`config.mk`:
```
export PLATFORM = sky130hd
export DESIGN_NAME = sensor_reading_band_statistics_flat
export DESIGN_NICKNAME = d
export VERILOG_FILES = /design/src/hw/rtl/srbs_pkg.sv /design/src/hw/rtl/srbs_channels.sv /design/src/hw/rtl/srbs_ctrl.sv /design/src/hw/rtl/srbs_div.sv /design/src/hw/rtl/srbs_datapath.sv /design/src/hw/rtl/sensor_reading_band_statistics.sv /design/src/flat_wrapper.sv
export SDC_FILE = /design/constraint.sdc
export NUM_CORES = 1
export LEC_CHECK = 0
export ABC_AREA = 1
export BUFFER_PORTS_ARGS = -buffer_cell sky130_fd_sc_hd__buf_4
export CAP_MARGIN = 20
export CELL_PAD_IN_SITES_DETAIL_PLACEMENT = 0
export CELL_PAD_IN_SITES_GLOBAL_PLACEMENT = 1
export CORE_ASPECT_RATIO = 1.75
export CORE_UTILIZATION = 47
export CTS_BUF_LIST = sky130_fd_sc_hd__clkbuf_8
export DETAILED_ROUTE_END_ITERATION = 10
export PLACE_DENSITY_LB_ADDON = 0.3
export REMOVE_ABC_BUFFERS = 1
export SKIP_LAST_GASP = 1
export SYNTH_ARGS = -nofsm -noshare
export SYNTH_HDL_FRONTEND = slang
export SYNTH_SLANG_ARGS = --single-unit
```
`constraint.sdc`:
```
create_clock -name clk -period 2.7 [get_ports clk]
set_input_delay 0.54 -clock clk [delete_from_list [all_inputs] [get_ports clk]]
set_output_delay 0.54 -clock clk [all_outputs]
set_load 0.005 [all_outputs]
```
`src/hw/rtl/srbs_pkg.sv`:
```
package srbs_pkg;

  localparam int THR_W      = 11;
  localparam int OUT_W      = 11;
  localparam int SUM_W      = 21;
  localparam int BAND_W     = 3;
  localparam int CFG_IDX_W  = 2;
  localparam int DIV_STEP_W = $clog2(SUM_W);

  localparam logic [SUM_W-1:0] SUM_CAP = '1;
  localparam logic [OUT_W-1:0] OUT_CAP = '1;

  localparam logic [BAND_W-1:0] BAND_NORMAL   = 3'd0;
  localparam logic [BAND_W-1:0] BAND_WARNING  = 3'd1;
  localparam logic [BAND_W-1:0] BAND_CRITICAL = 3'd2;
  localparam logic [BAND_W-1:0] BAND_SHUTDOWN = 3'd3;
  localparam logic [BAND_W-1:0] BAND_ERROR    = 3'd4;

  localparam logic [CFG_IDX_W-1:0] REG_WARNING  = 2'd0;
  localparam logic [CFG_IDX_W-1:0] REG_CRITICAL = 2'd1;
  localparam logic [CFG_IDX_W-1:0] REG_SHUTDOWN = 2'd2;

  localparam logic [THR_W-1:0] WARNING_RESET  = 11'd480;
  localparam logic [THR_W-1:0] CRITICAL_RESET = 11'd720;
  localparam logic [THR_W-1:0] SHUTDOWN_RESET = 11'd960;

  typedef struct packed {
    logic take;
    logic emit_item;
    logic div_start;
    logic emit_summary;
  } cmd_t;

  typedef struct packed {
    logic div_done;
  } status_t;

  typedef struct packed {
    logic [BAND_W-1:0] band;
    logic              summary_valid;
    logic [OUT_W-1:0]  minimum_reading;
    logic [OUT_W-1:0]  maximum_reading;
    logic [OUT_W-1:0]  average_reading;
    logic [OUT_W-1:0]  valid_total;
    logic [OUT_W-1:0]  skipped_total;
    logic [OUT_W-1:0]  normal_total;
    logic [OUT_W-1:0]  warning_total;
    logic [OUT_W-1:0]  critical_total;
    logic [OUT_W-1:0]  shutdown_total;
    logic [OUT_W-1:0]  first_critical_index;
  } result_t;

endpackage

```
`src/hw/rtl/srbs_channels.sv`:
```
interface srbs_sample_if #(
  parameter int SAMPLE_BITS = 12
) ();
  logic                          valid;
  logic                          ready;
  logic signed [SAMPLE_BITS-1:0] sample_value;
  logic                          end_of_set;

  modport source(output valid, output sample_value, output end_of_set, input ready);
  modport sink(input valid, input sample_value, input end_of_set, output ready);
endinterface

interface srbs_result_if import srbs_pkg::*; ();
  logic              valid;
  logic              ready;
  logic [BAND_W-1:0] band;
  logic              summary_valid;
  logic [OUT_W-1:0]  minimum_reading;
  logic [OUT_W-1:0]  maximum_reading;
  logic [OUT_W-1:0]  average_reading;
  logic [OUT_W-1:0]  valid_total;
  logic [OUT_W-1:0]  skipped_total;
  logic [OUT_W-1:0]  normal_total;
  logic [OUT_W-1:0]  warning_total;
  logic [OUT_W-1:0]  critical_total;
  logic [OUT_W-1:0]  shutdown_total;
  logic [OUT_W-1:0]  first_critical_index;

  modport source(
    output valid, output band, output summary_valid, output minimum_reading,
    output maximum_reading, output average_reading, output valid_total,
    output skipped_total, output normal_total, output warning_total,
    output critical_total, output shutdown_total, output first_critical_index,
    input ready
  );
  modport sink(
    input valid, input band, input summary_valid, input minimum_reading,
    input maximum_reading, input average_reading, input valid_total,
    input skipped_total, input normal_total, input warning_total,
    input critical_total, input shutdown_total, input first_critical_index,
    output ready
  );
endinterface

```
`src/hw/rtl/srbs_ctrl.sv`:
```
module srbs_ctrl import srbs_pkg::*; (
  input  logic    clk,
  input  logic    rst,
  input  logic    in_valid,
  input  logic    end_of_set,
  output logic    in_ready,
  output logic    out_valid,
  input  logic    out_ready,
  output cmd_t    cmd,
  input  status_t status
);

  localparam logic [1:0] ST_RUN   = 2'd0;
  localparam logic [1:0] ST_START = 2'd1;
  localparam logic [1:0] ST_WAIT  = 2'd2;
  localparam logic [1:0] ST_EMIT  = 2'd3;

  logic [1:0] state;
  logic [1:0] state_next;
  logic       out_valid_next;
  logic       out_free;
  logic       accept;

  assign out_free = !out_valid || out_ready;
  assign in_ready = (state == ST_RUN) && out_free;
  assign accept   = in_valid && in_ready;

  always_comb begin
    cmd            = '0;
    state_next     = state;
    out_valid_next = out_valid && !out_ready;
    case (state)
      ST_RUN: begin
        if (accept) begin
          cmd.take = 1'b1;
          if (end_of_set) begin
            state_next = ST_START;
          end else begin
            cmd.emit_item  = 1'b1;
            out_valid_next = 1'b1;
          end
        end
      end
      ST_START: begin
        cmd.div_start = 1'b1;
        state_next    = ST_WAIT;
      end
      ST_WAIT: begin
        if (status.div_done) begin
          state_next = ST_EMIT;
        end
      end
      ST_EMIT: begin
        if (out_free) begin
          cmd.emit_summary = 1'b1;
          out_valid_next   = 1'b1;
          state_next       = ST_RUN;
        end
      end
      default: begin
        state_next = ST_RUN;
      end
    endcase
  end

  always_ff @(posedge clk) begin
    if (rst) begin
      state     <= ST_RUN;
      out_valid <= 1'b0;
    end else begin
      state     <= state_next;
      out_valid <= out_valid_next;
    end
  end

endmodule

```
`src/hw/rtl/srbs_div.sv`:
```
module srbs_div import srbs_pkg::*; #(
  parameter int DEN_W = 11
) (
  input  logic             clk,
  input  logic             rst,
  input  logic             start,
  input  logic [SUM_W-1:0] num,
  input  logic [DEN_W-1:0] den,
  output logic [SUM_W-1:0] quotient,
  output logic             done
);

  logic                  busy;
  logic [DIV_STEP_W-1:0] step;
  logic [DEN_W:0]        rem;
  logic [DEN_W-1:0]      divisor;
  logic [DEN_W:0]        rem_shift;
  logic [DEN_W:0]        rem_sub;
  logic                  fits;

  assign rem_shift = {rem[DEN_W-1:0], quotient[SUM_W-1]};
  assign fits      = rem_shift >= {1'b0, divisor};
  assign rem_sub   = rem_shift - {1'b0, divisor};

  always_ff @(posedge clk) begin
    if (rst) begin
      busy <= 1'b0;
      done <= 1'b0;
      step <= '0;
    end else begin
      done <= 1'b0;
      if (start) begin
        busy <= 1'b1;
        step <= '0;
      end else if (busy) begin
        step <= step + 1'b1;
        if (step == DIV_STEP_W'(SUM_W - 1)) begin
          busy <= 1'b0;
          done <= 1'b1;
        end
      end
    end
  end

  always_ff @(posedge clk) begin
    if (start) begin
      quotient <= num;
      rem      <= '0;
      divisor  <= den;
    end else if (busy) begin
      rem      <= fits ? rem_sub : rem_shift;
      quotient <= {quotient[SUM_W-2:0], fits};
    end
  end

endmodule

```
`src/hw/rtl/srbs_datapath.sv`:
```
module srbs_datapath import srbs_pkg::*; #(
  parameter int SAMPLE_BITS  = 12,
  parameter int MAX_READINGS = 1024
) (
  input  logic                          clk,
  input  logic                          rst,
  input  logic                          cfg_write,
  input  logic [CFG_IDX_W-1:0]          cfg_index,
  input  logic [THR_W-1:0]              cfg_data,
  input  logic signed [SAMPLE_BITS-1:0] sample_value,
  input  cmd_t                          cmd,
  output status_t                       status,
  output result_t                       res
);

  localparam int VAL_W = SAMPLE_BITS - 1;
  localparam int CNT_W = $clog2(MAX_READINGS + 1);
  localparam int CMP_W = (VAL_W > THR_W) ? VAL_W : THR_W;
  localparam int ADD_W = ((VAL_W > SUM_W) ? VAL_W : SUM_W) + 1;
  localparam logic [CNT_W-1:0] CNT_MAX = CNT_W'(MAX_READINGS);

  logic [THR_W-1:0] warning_threshold;
  logic [THR_W-1:0] critical_threshold;
  logic [THR_W-1:0] shutdown_threshold;

  logic [VAL_W-1:0]  running_min;
  logic [VAL_W-1:0]  running_max;
  logic [SUM_W-1:0]  running_sum;
  logic [CNT_W-1:0]  valid_count;
  logic [CNT_W-1:0]  skipped_count;
  logic [CNT_W-1:0]  band_counts [4];
  logic [CNT_W-1:0]  item_index;
  logic [CNT_W-1:0]  first_hit_index;
  logic [BAND_W-1:0] last_band;

  logic              negative;
  logic [VAL_W-1:0]  value;
  logic [CMP_W-1:0]  value_cmp;
  logic [BAND_W-1:0] band;
  logic [ADD_W-1:0]  sum_add;
  logic [SUM_W-1:0]  sum_new;
  logic [SUM_W-1:0]  quotient;
  logic [OUT_W-1:0]  average;

  function automatic logic [CNT_W-1:0] sat_inc(input logic [CNT_W-1:0] c);
    return (c < CNT_MAX) ? c + 1'b1 : CNT_MAX;
  endfunction

  assign negative  = sample_value[SAMPLE_BITS-1];
  assign value     = sample_value[VAL_W-1:0];
  assign value_cmp = CMP_W'(value);

  always_comb begin
    if (negative) begin
      band = BAND_ERROR;
    end else if (value_cmp >= CMP_W'(shutdown_threshold)) begin
      band = BAND_SHUTDOWN;
    end else if (value_cmp >= CMP_W'(critical_threshold)) begin
      band = BAND_CRITICAL;
    end else if (value_cmp >= CMP_W'(warning_threshold)) begin
      band = BAND_WARNING;
    end else begin
      band = BAND_NORMAL;
    end
  end

  assign sum_add = ADD_W'(running_sum) + ADD_W'(value);
  assign sum_new = (sum_add > ADD_W'(SUM_CAP)) ? SUM_CAP : sum_add[SUM_W-1:0];

  srbs_div #(
    .DEN_W(CNT_W)
  ) u_div (
    .clk      (clk),
    .rst      (rst),
    .start    (cmd.div_start),
    .num      (running_sum),
    .den      (valid_count),
    .quotient (quotient),
    .done     (status.div_done)
  );

  always_comb begin
    if (valid_count == '0) begin
      average = '0;
    end else if (|quotient[SUM_W-1:OUT_W]) begin
      average = OUT_CAP;
    end else begin
      average = quotient[OUT_W-1:0];
    end
  end

  always_ff @(posedge clk) begin
    if (rst) begin
      warning_threshold  <= WARNING_RESET;
      critical_threshold <= CRITICAL_RESET;
      shutdown_threshold <= SHUTDOWN_RESET;
    end else if (cfg_write) begin
      case (cfg_index)
        REG_WARNING:  warning_threshold  <= cfg_data;
        REG_CRITICAL: critical_threshold <= cfg_data;
        REG_SHUTDOWN: shutdown_threshold <= cfg_data;
        default: ;
      endcase
    end
  end

  always_ff @(posedge clk) begin
    if (rst || cmd.emit_summary) begin
      running_min     <= '0;
      running_max     <= '0;
      running_sum     <= '0;
      valid_count     <= '0;
      skipped_count   <= '0;
      item_index      <= '0;
      first_hit_index <= CNT_MAX;
      for (int i = 0; i < 4; i++) begin
        band_counts[i] <= '0;
      end
    end else if (cmd.take) begin
      item_index <= sat_inc(item_index);
      if (negative) begin
        skipped_count <= sat_inc(skipped_count);
      end else begin
        if (valid_count == '0 || value < running_min) begin
          running_min <= value;
        end
        if (valid_count == '0 || value > running_max) begin
          running_max <= value;
        end
        running_sum <= sum_new;
        valid_count <= sat_inc(valid_count);
        for (int i = 0; i < 4; i++) begin
          if (band[1:0] == 2'(i)) begin
            band_counts[i] <= sat_inc(band_counts[i]);
          end
        end
        if ((band == BAND_CRITICAL || band == BAND_SHUTDOWN) &&
            first_hit_index == CNT_MAX && item_index < CNT_MAX) begin
          first_hit_index <= item_index;
        end
      end
    end
  end

  always_ff @(posedge clk) begin
    if (cmd.take) begin
      last_band <= band;
    end
    if (cmd.emit_item) begin
      res <= {band, {($bits(result_t) - BAND_W){1'b0}}};
    end else if (cmd.emit_summary) begin
      res.band                 <= last_band;
      res.summary_valid        <= 1'b1;
      res.minimum_reading      <= OUT_W'(running_min);
      res.maximum_reading      <= OUT_W'(running_max);
      res.average_reading      <= average;
      res.valid_total          <= OUT_W'(valid_count);
      res.skipped_total        <= OUT_W'(skipped_count);
      res.normal_total         <= OUT_W'(band_counts[0]);
      res.warning_total        <= OUT_W'(band_counts[1]);
      res.critical_total       <= OUT_W'(band_counts[2]);
      res.shutdown_total       <= OUT_W'(band_counts[3]);
      res.first_critical_index <= OUT_W'(first_hit_index);
    end
  end

endmodule

```
`src/hw/rtl/sensor_reading_band_statistics.sv`:
```
// Temperature band statistics. Readings are signed with four fractional bits;
// each one returns a result with its band (normal, warning, critical, shutdown,
// or error for a negative reading) from three threshold registers that the user
// must write on the cfg port only while idle (the block does not enforce this).
// A reading that is not flagged end_of_set is taken every cycle while the
// result side keeps up, and its result is registered at the accepting edge. The
// end_of_set reading has its summary registered once the average is ready and
// the result side is free, and no reading is taken before then: the controller
// steps through start, wait and emit states around a restoring divider that
// produces one quotient bit per cycle over the 21-bit running sum. The summary
// carries min, max, truncated average, saturating counts and the index of the
// first critical-or-above reading (MAX_READINGS when none); state then clears.
module sensor_reading_band_statistics import srbs_pkg::*; #(
  parameter int SAMPLE_BITS  = 12,
  parameter int MAX_READINGS = 1024
) (
  input  logic                 clk,
  input  logic                 rst,
  input  logic                 cfg_write,
  input  logic [CFG_IDX_W-1:0] cfg_index,
  input  logic [THR_W-1:0]     cfg_data,
  srbs_sample_if.sink          samples,
  srbs_result_if.source        results
);

  cmd_t    cmd;
  status_t status;
  result_t res;

  srbs_ctrl u_ctrl (
    .clk        (clk),
    .rst        (rst),
    .in_valid   (samples.valid),
    .end_of_set (samples.end_of_set),
    .in_ready   (samples.ready),
    .out_valid  (results.valid),
    .out_ready  (results.ready),
    .cmd        (cmd),
    .status     (status)
  );

  srbs_datapath #(
    .SAMPLE_BITS  (SAMPLE_BITS),
    .MAX_READINGS (MAX_READINGS)
  ) u_datapath (
    .clk          (clk),
    .rst          (rst),
    .cfg_write    (cfg_write),
    .cfg_index    (cfg_index),
    .cfg_data     (cfg_data),
    .sample_value (samples.sample_value),
    .cmd          (cmd),
    .status       (status),
    .res          (res)
  );

  assign results.band                 = res.band;
  assign results.summary_valid        = res.summary_valid;
  assign results.minimum_reading      = res.minimum_reading;
  assign results.maximum_reading      = res.maximum_reading;
  assign results.average_reading      = res.average_reading;
  assign results.valid_total          = res.valid_total;
  assign results.skipped_total        = res.skipped_total;
  assign results.normal_total         = res.normal_total;
  assign results.warning_total        = res.warning_total;
  assign results.critical_total       = res.critical_total;
  assign results.shutdown_total       = res.shutdown_total;
  assign results.first_critical_index = res.first_critical_index;

endmodule

```
`src/flat_wrapper.sv`:
```
// flat-port wrapper written by rule: the top's interface ports become plain ports
module sensor_reading_band_statistics_flat import srbs_pkg::*;
#(
  parameter int SAMPLE_BITS  = 12,
  parameter int MAX_READINGS = 1024
)
  (clk, rst, cfg_write, cfg_index, cfg_data, samples_valid, samples_sample_value, samples_end_of_set, samples_ready, results_valid, results_band, results_summary_valid, results_minimum_reading, results_maximum_reading, results_average_reading, results_valid_total, results_skipped_total, results_normal_total, results_warning_total, results_critical_total, results_shutdown_total, results_first_critical_index, results_ready);
  srbs_sample_if #(.SAMPLE_BITS(SAMPLE_BITS)) samples_i ();
  srbs_result_if results_i ();
  input  logic clk;
  input  logic rst;
  input  logic cfg_write;
  input  logic [CFG_IDX_W-1:0] cfg_index;
  input  logic [THR_W-1:0] cfg_data;
  input wire logic [$bits(samples_i.valid)-1:0] samples_valid;
  input wire logic [$bits(samples_i.sample_value)-1:0] samples_sample_value;
  input wire logic [$bits(samples_i.end_of_set)-1:0] samples_end_of_set;
  output wire logic [$bits(samples_i.ready)-1:0] samples_ready;
  output wire logic [$bits(results_i.valid)-1:0] results_valid;
  output wire logic [$bits(results_i.band)-1:0] results_band;
  output wire logic [$bits(results_i.summary_valid)-1:0] results_summary_valid;
  output wire logic [$bits(results_i.minimum_reading)-1:0] results_minimum_reading;
  output wire logic [$bits(results_i.maximum_reading)-1:0] results_maximum_reading;
  output wire logic [$bits(results_i.average_reading)-1:0] results_average_reading;
  output wire logic [$bits(results_i.valid_total)-1:0] results_valid_total;
  output wire logic [$bits(results_i.skipped_total)-1:0] results_skipped_total;
  output wire logic [$bits(results_i.normal_total)-1:0] results_normal_total;
  output wire logic [$bits(results_i.warning_total)-1:0] results_warning_total;
  output wire logic [$bits(results_i.critical_total)-1:0] results_critical_total;
  output wire logic [$bits(results_i.shutdown_total)-1:0] results_shutdown_total;
  output wire logic [$bits(results_i.first_critical_index)-1:0] results_first_critical_index;
  input wire logic [$bits(results_i.ready)-1:0] results_ready;
  assign samples_i.valid = samples_valid;
  assign samples_i.sample_value = samples_sample_value;
  assign samples_i.end_of_set = samples_end_of_set;
  assign samples_ready = samples_i.ready;
  assign results_valid = results_i.valid;
  assign results_band = results_i.band;
  assign results_summary_valid = results_i.summary_valid;
  assign results_minimum_reading = results_i.minimum_reading;
  assign results_maximum_reading = results_i.maximum_reading;
  assign results_average_reading = results_i.average_reading;
  assign results_valid_total = results_i.valid_total;
  assign results_skipped_total = results_i.skipped_total;
  assign results_normal_total = results_i.normal_total;
  assign results_warning_total = results_i.warning_total;
  assign results_critical_total = results_i.critical_total;
  assign results_shutdown_total = results_i.shutdown_total;
  assign results_first_critical_index = results_i.first_critical_index;
  assign results_i.ready = results_ready;
  sensor_reading_band_statistics #(.SAMPLE_BITS(SAMPLE_BITS), .MAX_READINGS(MAX_READINGS)) u_core (.clk(clk), .rst(rst), .cfg_write(cfg_write), .cfg_index(cfg_index), .cfg_data(cfg_data), .samples(samples_i), .results(results_i));
endmodule
```
## Word-level counts from Yosys, hierarchy flattened

Memory sizes are Yosys's and may differ from the RTL's.
Cells that the tools add are included.

| word-level totals | value |
|---|---|
| memories kept | 1 |
| ROM bits | 0 |
| RAM bits | 44 |
| latch bits | 0 |
| bits of input ports | 31 |
| word-level logic and storage cells | 172 |
| output and inout bits | 116 |
| bits in registers | 290 |

Memories:

| name | depth | bits a word | read ports | clocked after memory_dff | write ports | line | text |
|---|---|---|---|---|---|---|---|
| u_core.u_datapath.band_counts | 4 | 11 | 4 | 0 | 4 | srbs_datapath.sv:31 | `logic [CNT_W-1:0] band_counts [4];` |

| cells by class | value |
|---|---|
| order comparisons | 14 |
| shift-type cells | 0 |
| equality and inequality tests | 16 |
| multiply operators | 0 |
| reductions and logical operators | 30 |
| add/sub/neg operators | 10 |
| bitwise logic cells | 6 |
| mux-type cells | 64 |
| divide/modulo/power cells | 0 |

Operator list:

| cell | count |
|---|---|
| 114-bit 2-to-1 mux | 2 |
| 11-bit 2-to-1 mux | 14 |
| 11-bit by 1-bit adder with 11-bit output (second input constant) | 7 |
| 11-bit < comparator (second input constant) | 7 |
| 21-bit 2-to-1 mux | 3 |
| 1-bit 2-to-1 mux | 34 |
| 11-bit >= comparator | 3 |
| 21-bit by 11-bit adder with 22-bit output | 1 |
| 22-bit by 21-bit > comparator with 1-bit output (second input constant) | 1 |
| 2-bit 2-to-1 mux | 8 |
| 12-bit by 11-bit >= comparator with 1-bit output | 1 |
| 11-bit equality test (second input constant) | 1 |
| 11-bit > comparator | 1 |
| 11-bit zero test | 1 |
| 11-bit < comparator | 1 |
| 11-bit subtractor | 1 |
| 2-bit equality test (second input constant) | 5 |
| 2-bit AND reduction | 5 |
| 10-bit OR reduction | 1 |
| 3-bit AND reduction | 3 |
| 2-bit != test (second input constant) | 4 |
| 2-bit one-hot mux with 4 select lines | 1 |
| 2-bit by 1-bit equality test with 1-bit output (second input constant) | 3 |
| 3-bit by 2-bit equality test with 1-bit output (second input constant) | 2 |
| other kinds (14) | 30 |

## Longest topological paths before layout

Gate-level depths: netlist of run 1.

| depth | value |
|---|---|
| depth in word-level cells | 12 |
| mapped depth | 15 |
| mapped depth without buffers | 15 |

## Hierarchy

A second synthesis of run 1 with hierarchy kept.

| second synthesis, totals | value |
|---|---|
| cell total of the unflattened synthesis | 2,078 |
| area, all modules | 16,334.4 um^2 |

Modules (own cells, without submodules):

| module | area an instance (um^2) | cells each | times used | seq. area each (um^2) |
|---|---|---|---|---|
| srbs_datapath | 13,210.2 | 1,679 | 1 | 6,125.9 |
| srbs_div | 2,850.2 | 354 | 1 | 1,321.3 |
| srbs_ctrl | 274.0 | 45 | 1 | 60.1 |

## Worst setup path after synthesis of run 1

No wires, ideal clock.

| path | value |
|---|---|
| path kind | input to register |
| from | in samples_sample_value[10] |
| to | mem u_core.u_datapath.band_counts[0][0] (netlist bit) (enable) |
| data arrival time | 1.837 ns |
| required time | 2.355 ns |
| stages | 10 |
| slack | 0.518 ns |
| path through | ha_1 -> nand2_1 -> inv_1 -> a21oi_1 -> nand3_1 -> nor2_1 -> nand2_1 -> nor2_1 -> nand2_1 -> nand2_1 |

RTL lines:

| item | line | text |
|---|---|---|
| from (decl) | flat_wrapper.sv:16 | `input wire logic [$bits(samples_i.sample_value)-1:0] samples_sample_value;` |
| to (decl) | srbs_datapath.sv:31 |  |

==> results_tabular.tex, run 1 <==
\begin{tabular}{lr}
\hline
Metric & Value \\
\hline
\multicolumn{2}{l}{\textbf{Clocking}} \\
Clock tree from TritonCTS & yes \\
Number of buffers created by CTS & between 50 and 60 \\
Worst-Skew Late Latency & around 0.59 ns \\
Clk root buf & sky130\_fd\_sc\_hd\_\_clkbuf\_8 \\
H-Tree Level Count & 2 \\
Clock-pin slew reported for the worst setup and hold paths after clock tree synthesis & around 0.060 ns \\
Clock sink total & $\sim$330 \\
Number of buffers added for setup after CTS & 0 \\
Number of buffers added to fix hold violations after cts & 0 \\
Number of buffers on the longest clock path & 3 \\
Gates resized, CTS repair & 0 \\
\multicolumn{2}{l}{\textbf{Worst hold path}} \\
Hold Path Class & in -> reg \\
\multicolumn{2}{l}{\textbf{Cells and area}} \\
Layout Cell Area excl Fill & around 19,000 um2 \\
Layout Utilization & $\sim$56\% \\
Nets@finish & 2,245 \\
Relative area change from synthesis to final layout & 17.1\% \\
Fraction of final layout cells sized beyond drive strength 1 & a little under a quarter \\
\multicolumn{2}{l}{\textbf{Logic synthesis}} \\
Count of cell types in the netlist & 50 \\
Synth Flop Type & sky130\_fd\_sc\_hd\_\_dfxtp\_1 \\
Share of synthesized registers carrying an async set or reset & 0\% \\
Number of instances in the synthesized netlist & approximately 1,900 \\
Number of synthesized flops with an enable pin & 82 \\
Flip-flop and latch count after synthesis & around 330 \\
Synth Area per Inst & roughly 8.6 um2 \\
Synth Cell Area & 16,600 um2 \\
Total number of yosys warnings & 0 \\
Sequential cell area fraction in the yosys report & 45.2\% \\
\multicolumn{2}{l}{\textbf{STA}} \\
Minimum clock period after layout & roughly 2.4 ns \\
Final number of hold-violating endpoints & 0 \\
RSZ-0062 raised after global routing & no \\
Transition at the pin with the smallest max-transition slack & $\sim$0.79 ns \\
Slew margin rel. & about 47\% \\
Clock skew after layout & $\sim$0.023 ns \\
Slew Viols, Final & 0 \\
Final setup vio count & 0 \\
Final worst-path setup slack & about 0.34 ns \\
Upper clock frequency limit & roughly 420 MHz \\
Part of the cycle the worst path needs & roughly 88\% \\
\multicolumn{2}{l}{\textbf{Global routing}} \\
Number of antenna violations at the first check in global routing & 0 \\
Global-route wire length before repair & between 60 and 70 mm \\
Total routing resource utilization after global routing & about 24\% \\
Largest net degree at the start of global routing & between 70 and 80 \\
Number of global-route vias before repair & around 14,000 \\
Total global routing overflow & 0 \\
\multicolumn{2}{l}{\textbf{Critical path}} \\
Required time of the critical path & between 3 and 4 ns \\
Signal arrival time at the worst endpoint & around 2.7 ns \\
Type of origin of the critical path & flop \\
Type of the setup path with the least slack & reg -> reg \\
Element type at the critical path end & flop \\
Highest net fanout along the worst path & 11 \\
\multicolumn{2}{l}{\textbf{Die}} \\
Overall die area & $\sim$36,000 um2 \\
Cell row count & 90 \\
Die W & roughly 140 um \\
Die height & approximately 250 um \\
Initial Utilization & between 40\% and 50\% \\
Core area & 34,700 um2 \\
Top-Level Pins & around 150 \\
\multicolumn{2}{l}{\textbf{Pwr}} \\
Power Dens Cells & 834 nW/um2 \\
P\_leak & 8.94 nW \\
Worst supply voltage drop on vdd & 560 uV \\
\multicolumn{2}{l}{\textbf{Drt}} \\
First-pass detailed-route iteration total & 5 \\
Remaining routing DRC violations & 0 \\
Iter 0 DRT Violations & $\sim$540 \\
Routed vias/inst & roughly 5 \\
Wire length reported by the detailed router & about 43 mm \\
Routed wire per std cell & 16.3 um \\
ANT nets after route & 0 \\
Total via count in the routed design & approximately 13,000 \\
\multicolumn{2}{l}{\textbf{Job}} \\
Number of max-capacitance violations reported & 0 \\
\multicolumn{2}{l}{\textbf{Place}} \\
GPL Wtd Cong & approximately 0.89 \\
Area after detailed placement & 18,300 um2 \\
DP Worst Slack & about 0.015 ns \\
Number of input and output port buffers inserted & roughly 150 \\
DPL Wire Length & around 32 mm \\
\multicolumn{2}{l}{\textbf{Run status}} \\
Run status & completed \\
\hline
\end{tabular}
## final timing paths
path | from | end | slack, ns | depth (start not counted)
max | u_core.u_datapath.critical_threshold[10] | u_core.u_datapath.band_counts[0][7] | 0.34 | 12
min | cfg_data[4] | u_core.u_datapath.critical_threshold[4] | 0.19 | 3
max reg2reg | u_core.u_datapath.critical_threshold[10] | u_core.u_datapath.band_counts[0][7] | 0.34 | 12
min reg2reg | u_core.u_datapath.u_div.step[4] | u_core.u_datapath.u_div.step[4] | 0.46 | 1
## cell usage after synthesis, types with 3 or more instances
cell,count,area (um2)
sky130_fd_sc_hd__a31oi_1,7,43.8
sky130_fd_sc_hd__o211ai_1,21,158
sky130_fd_sc_hd__nand2_1,369,1390
sky130_fd_sc_hd__xnor2_1,23,201
sky130_fd_sc_hd__clkbuf_1,21,78.8
sky130_fd_sc_hd__o21ai_0,82,410
sky130_fd_sc_hd__o21ai_1,4,20.0
sky130_fd_sc_hd__buf_6,20,225
sky130_fd_sc_hd__nor2_2,3,18.8
sky130_fd_sc_hd__a22oi_1,10,75.1
sky130_fd_sc_hd__o21a_1,4,30.0
sky130_fd_sc_hd__buf_4,6,45.0
sky130_fd_sc_hd__or2_2,5,31.3
sky130_fd_sc_hd__nor2_4,3,33.8
sky130_fd_sc_hd__inv_1,224,841
sky130_fd_sc_hd__inv_2,96,360
sky130_fd_sc_hd__nor3_1,28,140
sky130_fd_sc_hd__edfxtp_1,82,2460
sky130_fd_sc_hd__dfxtp_1,252,5040
sky130_fd_sc_hd__buf_2,16,80.1
sky130_fd_sc_hd__ha_1,90,1130
sky130_fd_sc_hd__nand4_1,19,119
sky130_fd_sc_hd__a211oi_1,3,22.5
sky130_fd_sc_hd__nand3b_1,8,60.1
sky130_fd_sc_hd__nor3b_1,10,75.1
sky130_fd_sc_hd__a21oi_1,117,586
sky130_fd_sc_hd__nor3_2,21,210
sky130_fd_sc_hd__and3_1,5,31.3
sky130_fd_sc_hd__nand3_1,95,475
sky130_fd_sc_hd__nor3b_2,4,50.1
sky130_fd_sc_hd__o21bai_1,5,37.5
sky130_fd_sc_hd__a22oi_2,89,1110
sky130_fd_sc_hd__xor2_1,21,184
sky130_fd_sc_hd__nor2_1,144,541
sky130_fd_sc_hd__nor4_1,7,43.8
## worst max-delay path: stages, from the launching register on
cell,delay (ns)
sky130_fd_sc_hd__dfxtp_1,0.31
sky130_fd_sc_hd__inv_1,0.08
sky130_fd_sc_hd__ha_1,0.32
sky130_fd_sc_hd__nand2_1,0.07
sky130_fd_sc_hd__inv_1,0.05
sky130_fd_sc_hd__a21oi_1,0.19
sky130_fd_sc_hd__nand3_1,0.10
sky130_fd_sc_hd__nor2_1,0.31
sky130_fd_sc_hd__nand2_1,0.16
sky130_fd_sc_hd__nor2_1,0.17
sky130_fd_sc_hd__nand2_1,0.07
sky130_fd_sc_hd__nand2_1,0.10
sky130_fd_sc_hd__buf_12,0.14
## layout by cell type (no fill, tap or decap), drive strengths merged
master,netlist,final
a211oi,3,3
a21o,1,1
a21oi,119,119
a22oi,99,99
a31o,1,1
a31oi,7,7
and2,1,1
and3,5,5
buf,43,197
bufinv,0,3
clkbuf,21,65
clkinv,1,10
dfxtp,252,252
diode,0,1
edfxtp,82,82
fa,2,2
ha,90,90
inv,320,337
nand2,370,370
nand3,98,98
nand3b,8,8
nand4,22,22
nor2,151,151
nor3,49,49
nor3b,14,14
nor4,9,9
o211ai,21,21
o21a,4,4
o21ai,88,88
o21bai,5,5
or2,5,5
xnor2,23,23
xor2,21,21
## layout make-up
class | count | area [um2]
Multi-Input combinational cell | 1216 | 7460
Clock inverter | 29 | 203
Inverter | 321 | 1210
Fill cell | 3336 | 15200
Sequential cell | 334 | 7510
Antenna cell | 1 | 2.50
Clock buffer | 65 | 895
Timing Repair Buffer | 197 | 1580
Tap cell | 460 | 576
## layer usage
| layer | wire [um] | track usage [%] | vias up | share of wire [%] |
|---|---|---|---|---|
| li1 | - | - | 6771 | - |
| met1 | 15300 | 24.4 | 6287 | 36 |
| met2 | 23900 | 48.0 | 283 | 56 |
| met3 | 1680 | 3.63 | 96 | 3.9 |
| met4 | 1690 | 10.5 | 0 | 4.0 |
| met5 | 0 | 0 | - | 0 |
## where the power goes
group	internal (mW)	switching, mW
registers	6.25	0.789
logic	1.91	2.79
clock network	2.45	2.02
## metrics by stage
stage	setup TNS, ns	hold WS [ns]	cells	power, mW
after floorplan	-102.65	0.422	1871	9.80
after global placement	0	0.446	2528	11.8
after detailed placement	0	0.450	2528	11.9
after CTS	0	0.145	2622	16.4
after global routing	0	0.180	2622	17.2
final	0	0.185	2623	16.2
## registers in the layout, indices dropped and copies added (netlist names), 3 cells and up
signal                                cells
u_core.u_datapath.shutdown_threshold     11
u_core.u_datapath.warning_threshold      11
u_core.u_datapath.band_counts            44
u_core.u_datapath.u_div.quotient         21
u_core.u_datapath.running_min            11
u_core.u_datapath.u_div.divisor          11
u_core.u_datapath.res                   114
u_core.u_datapath.last_band               3
u_core.u_datapath.first_hit_index        11
u_core.u_datapath.u_div.step              5
u_core.u_datapath.valid_count            11
u_core.u_datapath.item_index             11
u_core.u_datapath.skipped_count          11
u_core.u_datapath.critical_threshold     11
u_core.u_datapath.running_max            11
u_core.u_datapath.u_div.rem              11
u_core.u_datapath.running_sum            21
## cell families (layout without fill, tap and decap cells)
| family | after synthesis | count (layout) | synth area share [%] |
|---|---|---|---|
| XOR/XNOR | 44 | 44 | 2.32 |
| adder cells (fa/ha/maj) | 92 | 92 | 7.02 |
| flip-flops | 334 | 334 | 45.2 |
| AO/OA/AOI/OAI | 348 | 348 | 15.3 |
| other | 0 | 1 | 0 |
| buffers and inverters | 385 | 612 | 9.87 |
| AND/OR/NAND/NOR | 732 | 732 | 20.2 |
No activity file was read; power rests on OpenSTA's default activity.
==> inputs of run 2 (changes only) <==
--- a/config.mk
+++ b/config.mk
@@ -5,12 +5,12 @@
 export SDC_FILE = /design/constraint.sdc
 export NUM_CORES = 1
 export LEC_CHECK = 0
-export ABC_AREA = 1
 export BUFFER_PORTS_ARGS = -buffer_cell sky130_fd_sc_hd__buf_4
 export CAP_MARGIN = 20
 export CELL_PAD_IN_SITES_DETAIL_PLACEMENT = 0
 export CELL_PAD_IN_SITES_GLOBAL_PLACEMENT = 1
 export CORE_ASPECT_RATIO = 1.75
+export CORE_MARGIN = 2
 export CORE_UTILIZATION = 47
 export CTS_BUF_LIST = sky130_fd_sc_hd__clkbuf_8
 export DETAILED_ROUTE_END_ITERATION = 10
==> run 2 against run 1 <==
Effect of this change:
- die area decreased by 4.4%
- final area decreased by 5.0%
- combinational power decreased by 16%
- synthesized area decreased by 6.6%
- via count decreased by 5.7%
- critical endpoint is now u_core.u_datapath.band_counts[0][9]
- sequential power decreased by 8.4%
- largest cell class unchanged
- first-iteration DRC count decreased by 10%
- maximum frequency decreased by 6.9%
- clock power decreased by 13%
- global-route usage decreased by 2.2 points
- hold slack improved by 0.017 ns
- largest power group unchanged
- clock skew decreased by 0.0019 ns
==> results_tabular.tex, run 2 <==
\begin{tabular}{lr}
\hline
Metric & Value \\
\hline
\multicolumn{2}{l}{\textbf{Pwr}} \\
P\_leak & between 7 and 8 nW \\
Worst supply voltage drop on vdd & $\sim$470 uV \\
Power Dens Cells & around 770 nW/um2 \\
\multicolumn{2}{l}{\textbf{Clocking}} \\
Clock sink total & about 330 \\
Clock-pin slew reported for the worst setup and hold paths after clock tree synthesis & 0.07 ns \\
H-Tree Level Count & 2 \\
Clock tree from TritonCTS & yes \\
Number of buffers created by CTS & 48 \\
Number of buffers added to fix hold violations after cts & 0 \\
Worst-Skew Late Latency & around 0.6 ns \\
Clk root buf & sky130\_fd\_sc\_hd\_\_clkbuf\_8 \\
Number of buffers on the longest clock path & 3 \\
\multicolumn{2}{l}{\textbf{Global routing}} \\
Number of global-route vias before repair & between 10,000 and 15,000 \\
Number of antenna violations at the first check in global routing & 1 \\
Largest net degree at the start of global routing & approximately 110 \\
Total global routing overflow & 0 \\
Total routing resource utilization after global routing & 22.2\% \\
Global-route wire length before repair & $\sim$62 mm \\
\multicolumn{2}{l}{\textbf{Cells and area}} \\
Layout Utilization & $\sim$56\% \\
Nets@finish & 2,028 \\
Register area & $\sim$7500 um2 \\
Fraction of final layout cells sized beyond drive strength 1 & between 15 and 20\% \\
Multi-input gate area in the final layout & between 7000 and 8000 um2 \\
Regs by FF count & u\_core.u\_datapath.res (114), u\_core.u\_datapath.band\_counts (44) \\
Max reg flops & 114 \\
Most common cell after layout, fill and taps aside & sky130\_fd\_sc\_hd\_\_nand2\_1 \\
\# fillers & 3,008 \\
Relative area change from synthesis to final layout & 19.1\% \\
Post-Layout Cell Count & between 2,000 and 2,500 \\
Leading cell types in the layout, fill and taps excluded & sky130\_fd\_sc\_hd\_\_nand2\_1 (363), sky130\_fd\_sc\_hd\_\_dfxtp\_1 (252), sky130\_fd\_sc\_hd\_\_buf\_4 (215) \\
Largest Register & u\_core.u\_datapath.res \\
\multicolumn{2}{l}{\textbf{Logic synthesis}} \\
Count of cell types in the netlist & 70 \\
Synth Area per Inst & slightly above 9 um2 \\
Synth Cell Area & about 16,000 um2 \\
Dominant cell type by area after synthesis & sky130\_fd\_sc\_hd\_\_dfxtp\_1 \\
Number of synthesized flops with an enable pin & a little over 80 \\
Number of instances in the synthesized netlist & 1,709 \\
Total number of yosys warnings & 0 \\
Most frequently used cell type in the post-synthesis netlist & sky130\_fd\_sc\_hd\_\_nand2\_1 \\
Synth Flop Type & sky130\_fd\_sc\_hd\_\_dfxtp\_1 \\
Sequential cell area fraction in the yosys report & approximately half \\
Top cells by count, synth & sky130\_fd\_sc\_hd\_\_nand2\_1 (364), sky130\_fd\_sc\_hd\_\_dfxtp\_1 (252), sky130\_fd\_sc\_hd\_\_a21oi\_1 (176), sky130\_fd\_sc\_hd\_\_nor2\_1 (97), sky130\_fd\_sc\_hd\_\_ha\_1 (90) \\
Synth top area cells & sky130\_fd\_sc\_hd\_\_dfxtp\_1 (33\%), sky130\_fd\_sc\_hd\_\_edfxtp\_1 (16\%), sky130\_fd\_sc\_hd\_\_nand2\_1 (8.8\%) \\
Portion of synthesized cell area occupied by the leading cell type & around a third \\
Share of synthesized registers carrying an async set or reset & 0\% \\
Flip-flop and latch count after synthesis & between 300 and 400 \\
\multicolumn{2}{l}{\textbf{STA}} \\
Worst hold slack after final layout & between 0.2 and 0.25 ns \\
Upper clock frequency limit & 394 MHz \\
Clock skew after layout & about 0.021 ns \\
Minimum clock period after layout & roughly 2.5 ns \\
Transition at the pin with the smallest max-transition slack & around 0.6 ns \\
RSZ-0062 raised after global routing & no \\
Final number of hold-violating endpoints & 0 \\
Final setup vio count & 0 \\
Slew margin rel. & between 50\% and 60\% \\
Slew Viols, Final & 0 \\
Part of the cycle the worst path needs & 94.1\% \\
Final worst-path setup slack & between 0.15 and 0.2 ns \\
\multicolumn{2}{l}{\textbf{Place}} \\
Placed instance count & approximately 2,300 \\
Number of input and output port buffers inserted & around 150 \\
GPL Wtd Cong & 0.902 \\
DP Worst Slack & -0.232 ns \\
DPL Wire Length & between 20 and 30 mm \\
\multicolumn{2}{l}{\textbf{Drt}} \\
Routed vias/inst & around 5.4 \\
Remaining routing DRC violations & 0 \\
First-pass detailed-route iteration total & 5 \\
Iter 0 DRT Violations & around 480 \\
Wire length reported by the detailed router & approximately 38 mm \\
ANT nets after route & 0 \\
Total via count in the routed design & between 10,000 and 15,000 \\
Routed wire per std cell & $\sim$16 um \\
\multicolumn{2}{l}{\textbf{Die}} \\
Die height & between 200 and 250 um \\
Overall die area & about 35,000 um2 \\
Core area & 32,700 um2 \\
Cell row count & 88 \\
Initial Utilization & between 40\% and 50\% \\
Die W & roughly 140 um \\
Top-Level Pins & around 150 \\
\multicolumn{2}{l}{\textbf{Worst hold path}} \\
Hold Path Depth & 1 \\
End point of the most critical hold path & u\_core.u\_datapath.last\_band[2] \\
Hold Startpoint & samples\_sample\_value[11] \\
Hold Path Class & in -> reg \\
\multicolumn{2}{l}{\textbf{Run status}} \\
Run status & completed \\
\multicolumn{2}{l}{\textbf{Critical path}} \\
Type of the setup path with the least slack & reg -> reg \\
Element type at the critical path end & flop \\
Signal arrival time at the worst endpoint & about 2.8 ns \\
Required time of the critical path & about 3.0 ns \\
Number of cells traversed by the worst register-to-register path & 9 \\
Worst-case register-to-register setup slack & between 0.15 and 0.2 ns \\
Type of origin of the critical path & flop \\
Launch point of the worst reg-to-reg path & u\_core.u\_datapath.warning\_threshold[6] \\
Worst reg2reg endpoint & u\_core.u\_datapath.band\_counts[0][9] \\
Highest net fanout along the worst path & 6 \\
\multicolumn{2}{l}{\textbf{Job}} \\
Number of max-capacitance violations reported & 0 \\
\hline
\end{tabular}
-- run 2: per-layer routing --
metal	up-vias	wire [um]	global-route usage, %
met2	283	19700	41.1
met4	0	1670	10.3
li1	6339	-	-
met3	90	1560	3.19
met1	5957	15600	24.6
met5	-	0	0
-- run 2: cell families (layout without fill, tap and decap cells) --
logic type / Yosys count / count (layout) / share of synthesized area (%)
mux: 40 / 40 / 2.76
xor+xnor: 69 / 69 / 3.90
buf+inv: 164 / 397 / 4.16
simple gates: 655 / 655 / 19.1
flops: 334 / 334 / 48.4
other cells: 0 / 1 / 0
fa+ha+maj: 92 / 92 / 7.52
compound gates: 355 / 355 / 14.2
-- run 2: report_power, final --
part / switching (mW) / internal (mW)
Sequential: 0.473 / 5.97
Combinational: 2.24 / 1.71
Clock: 1.93 / 1.97
-- run 2: worst max-delay path by stage --
stage / from / endpoint / cells past startpoint
2_1_floorplan: results_ready / u_core.u_datapath.res[111] / 4
3_3_place_gp: samples_sample_value[6] / u_core.u_datapath.band_counts[0][7] / 9
3_5_place_dp: samples_sample_value[6] / u_core.u_datapath.band_counts[0][8] / 9
4_1_cts: u_core.u_datapath.warning_threshold[6] / u_core.u_datapath.band_counts[0][4] / 9
5_1_grt: u_core.u_datapath.warning_threshold[6] / u_core.u_datapath.band_counts[0][9] / 9
6_report: u_core.u_datapath.warning_threshold[6] / u_core.u_datapath.band_counts[0][9] / 9
-- run 2: area by class of cell --
cell class	count	area share (%)
Timing Repair Buffer	224	9.71
Antenna cell	1	0.0135
Multi-Input combinational cell	1211	40.1
Tap cell	405	2.74
Sequential cell	334	40.6
Clock buffer	59	4.40
Inverter	86	1.75
Clock inverter	28	0.650
-- run 2: metrics by stage --
step                TNS (ns)  area, um2  total power, mW
global placement       -6.17      17500             10.4
detailed placement     -9.15      17500             10.5
floorplan            -933.28      15200             8.93
finish                     0      18500             14.3
global route               0      18500             15.1
CTS                        0      18400             14.4
-- run 2: repair_timing --
action,4_1_cts,5_1_grt
gates resized for setup,0,6
hold endpoints to repair,0,0
buffers inserted,0,4
setup endpoints to repair,0,16
-- run 2: worst max-delay path, stage by stage, from the launching register on --
cell,delay (ns)
sky130_fd_sc_hd__dfxtp_1,0.31
sky130_fd_sc_hd__inv_1,0.06
sky130_fd_sc_hd__ha_1,0.29
sky130_fd_sc_hd__a211o_1,0.31
sky130_fd_sc_hd__o22ai_1,0.13
sky130_fd_sc_hd__a211oi_1,0.07
sky130_fd_sc_hd__or4_4,0.57
sky130_fd_sc_hd__nand2b_1,0.18
sky130_fd_sc_hd__o21ai_2,0.14
sky130_fd_sc_hd__buf_4,0.17
==> inputs of run 3 (changes only) <==
--- a/config.mk
+++ b/config.mk
@@ -5,13 +5,14 @@
 export SDC_FILE = /design/constraint.sdc
 export NUM_CORES = 1
 export LEC_CHECK = 0
+export ABC_AREA = 1
 export BUFFER_PORTS_ARGS = -buffer_cell sky130_fd_sc_hd__buf_4
 export CAP_MARGIN = 20
 export CELL_PAD_IN_SITES_DETAIL_PLACEMENT = 0
 export CELL_PAD_IN_SITES_GLOBAL_PLACEMENT = 1
 export CORE_ASPECT_RATIO = 1.75
 export CORE_MARGIN = 2
-export CORE_UTILIZATION = 47
+export CORE_UTILIZATION = 45
 export CTS_BUF_LIST = sky130_fd_sc_hd__clkbuf_8
 export DETAILED_ROUTE_END_ITERATION = 10
 export PLACE_DENSITY_LB_ADDON = 0.3
==> run 3 against run 2 <==
Effect of this change:
- sequential power rose by 9.2%
- power is 12% higher
- utilization shrank 3.3 points
- first-iteration DRC count is 19% higher
- clock power up 8.7%
- final area up 5.2%
- clock skew grew 0.015 ns
==> results_tabular.tex, run 3 (synthesis gave the netlist of run 1 again) <==
\begin{tabular}{lr}
\hline
Metric & Value \\
\hline
\multicolumn{2}{l}{\textbf{Drt}} \\
Remaining routing DRC violations & 0 \\
Routed vias/inst & between 5 and 6 \\
Iter 0 DRT Violations & 575 \\
First-pass detailed-route iteration total & 5 \\
Total via count in the routed design & about 13,000 \\
Wire length reported by the detailed router & 42.4 mm \\
Routed wire per std cell & $\sim$16 um \\
ANT nets after route & 0 \\
\multicolumn{2}{l}{\textbf{Critical path}} \\
Worst-case register-to-register setup slack & approximately 0.27 ns \\
Signal arrival time at the worst endpoint & between 2 and 3 ns \\
Worst reg2reg endpoint & u\_core.u\_datapath.running\_max[8] \\
Type of the setup path with the least slack & reg -> reg \\
Type of origin of the critical path & flop \\
Number of cells traversed by the worst register-to-register path & 8 \\
Required time of the critical path & about 3.2 ns \\
List of cells traversed by the critical path & inv\_1 -> ha\_1 -> nand3\_4 -> nor2\_4 -> buf\_4 -> nand2\_1 -> nand2\_1 -> a21oi\_1 \\
Worst path buffer plus inverter count & 2 \\
Launch point of the worst reg-to-reg path & u\_core.u\_ctrl.state[1] \\
Highest net fanout along the worst path & 28 \\
Element type at the critical path end & flop \\
Slowest cell on the critical path & sky130\_fd\_sc\_hd\_\_nor2\_4 \\
Kind of cell adding the most delay to the critical path & simple AND/OR/NAND/NOR gates \\
Most frequent cell on the critical path & sky130\_fd\_sc\_hd\_\_nand2\_1 \\
Largest incremental delay on the critical path & around 0.42 ns \\
\multicolumn{2}{l}{\textbf{Die}} \\
Die W & 149 um \\
Initial Utilization & a little under half \\
Overall die area & between 30,000 and 40,000 um2 \\
Cell row count & between 90 and 100 \\
Top-Level Pins & around 150 \\
Core area & 36,500 um2 \\
Die height & between 200 and 300 um \\
\multicolumn{2}{l}{\textbf{Pwr}} \\
Worst supply voltage drop on vdd & 525 uV \\
Power Dens Cells & between 800 and 900 nW/um2 \\
P\_leak & 8.92 nW \\
Post-layout power & 16.0 mW \\
\multicolumn{2}{l}{\textbf{Place}} \\
DP Worst Slack & a little under 0.04 ns \\
GPL Wtd Cong & 0.876 \\
Number of input and output port buffers inserted & $\sim$150 \\
DPL Wire Length & 32.2 mm \\
\multicolumn{2}{l}{\textbf{Clocking}} \\
Number of buffers created by CTS & about 50 \\
H-Tree Level Count & 2 \\
Worst-Skew Late Latency & 0.61 ns \\
Gates resized, CTS repair & 0 \\
Clock-pin slew reported for the worst setup and hold paths after clock tree synthesis & roughly 0.070 ns \\
Number of buffers on the longest clock path & 3 \\
Clk root buf & sky130\_fd\_sc\_hd\_\_clkbuf\_8 \\
Clock tree from TritonCTS & yes \\
Number of buffers added for setup after CTS & 0 \\
Number of buffers added to fix hold violations after cts & 0 \\
Clock sink total & 334 \\
\multicolumn{2}{l}{\textbf{Worst hold path}} \\
Hold Path Class & in -> reg \\
Hold Path Depth & 1 \\
End point of the most critical hold path & u\_core.u\_datapath.last\_band[2] \\
Hold Startpoint & samples\_sample\_value[11] \\
\multicolumn{2}{l}{\textbf{Cells and area}} \\
Register area & 7510 um2 \\
Multi-input gate area in the final layout & around 7500 um2 \\
Leading cell types in the layout, fill and taps excluded & sky130\_fd\_sc\_hd\_\_nand2\_1 (369), sky130\_fd\_sc\_hd\_\_dfxtp\_1 (252), sky130\_fd\_sc\_hd\_\_inv\_1 (243) \\
Fraction of final layout cells sized beyond drive strength 1 & between 20\% and 30\% \\
Largest Register & u\_core.u\_datapath.res \\
Most common cell after layout, fill and taps aside & sky130\_fd\_sc\_hd\_\_nand2\_1 \\
Max reg flops & $\sim$110 \\
Nets@finish & $\sim$2,200 \\
\# fillers & 3,555 \\
Relative area change from synthesis to final layout & 17.0\% \\
Regs by FF count & u\_core.u\_datapath.res (114), u\_core.u\_datapath.band\_counts (44) \\
Layout Utilization & $\sim$53\% \\
\multicolumn{2}{l}{\textbf{STA}} \\
Final number of hold-violating endpoints & 0 \\
Part of the cycle the worst path needs & 90.0\% \\
Minimum clock period after layout & around 2.4 ns \\
Transition at the pin with the smallest max-transition slack & around 0.74 ns \\
Final setup vio count & 0 \\
Slew margin rel. & 50.8\% \\
Clock skew after layout & 0.0356 ns \\
Worst hold slack after final layout & between 0.15 and 0.2 ns \\
Upper clock frequency limit & $\sim$410 MHz \\
Slew Viols, Final & 0 \\
Setup TNS & 0 ns \\
Final worst-path setup slack & approximately 0.27 ns \\
RSZ-0062 raised after global routing & no \\
\multicolumn{2}{l}{\textbf{Global routing}} \\
Met3 track demand over resource & around 3.7\% \\
Total routing resource utilization after global routing & approximately 22\% \\
Global-route met1 utilization & 23.2\% \\
Largest net degree at the start of global routing & 75 \\
Global routing's busiest layer & met2 \\
Number of antenna violations at the first check in global routing & 1 \\
Total global routing overflow & 0 \\
Number of global-route vias before repair & 13,500 \\
GR Layer Usage met2 & between 40\% and 50\% \\
Global-route wire length before repair & between 60 and 70 mm \\
\multicolumn{2}{l}{\textbf{Job}} \\
Number of max-capacitance violations reported & 0 \\
\multicolumn{2}{l}{\textbf{Run status}} \\
Run status & completed \\
\hline
\end{tabular}
## run 3: cell type report
type,count,area share [%]
flip-flops and latches,334,38.7
multi-input cells,1216,38.4
repair buffers,200,8.31
inverters,321,6.24
clock buffers,59,4.18
well taps,475,3.06
clock inverters,36,1.11
diodes,1,0.0129
## run 3: layer usage
metal  vias up  wire length, um
met3        87             1590
li1       6774                -
met4         0             1450
met1      6259            16000
met5         -                0
met2       229            23400
## run 3: per-stage QoR
stage	std cells	cell area, um2
finish	2642	19400
CTS	2641	19400
floorplan	1871	16200
detailed placement	2546	18400
global placement	2546	18400
global route	2642	19400
## run 3: how the worst max path moves through the flow
| stage | start | end | slack (ns) | cells past startpoint |
|---|---|---|---|---|
| 5_1_grt | u_core.u_ctrl.state[1] | u_core.u_datapath.running_max[2] | 0.06 | 8 |
| 3_5_place_dp | samples_sample_value[10] | u_core.u_datapath.band_counts[1][2] | 0.04 | 12 |
| 6_report | u_core.u_ctrl.state[1] | u_core.u_datapath.running_max[8] | 0.27 | 8 |
| 3_3_place_gp | samples_sample_value[10] | u_core.u_datapath.band_counts[1][1] | 0.07 | 12 |
| 4_1_cts | u_core.u_ctrl.state[1] | u_core.u_datapath.running_max[10] | 0.24 | 8 |
| 2_1_floorplan | results_ready | u_core.u_datapath.band_counts[0][9] | -0.96 | 7 |
## run 3: report_power, final
group          switching, mW  total (mW)  internal (mW)  leakage, nW
clock                   2.04        4.24           2.20        0.599
combinational           2.80        4.75           1.94         5.45
sequential             0.785        7.03           6.25         2.87
total                   5.63        16.0           10.4         8.92
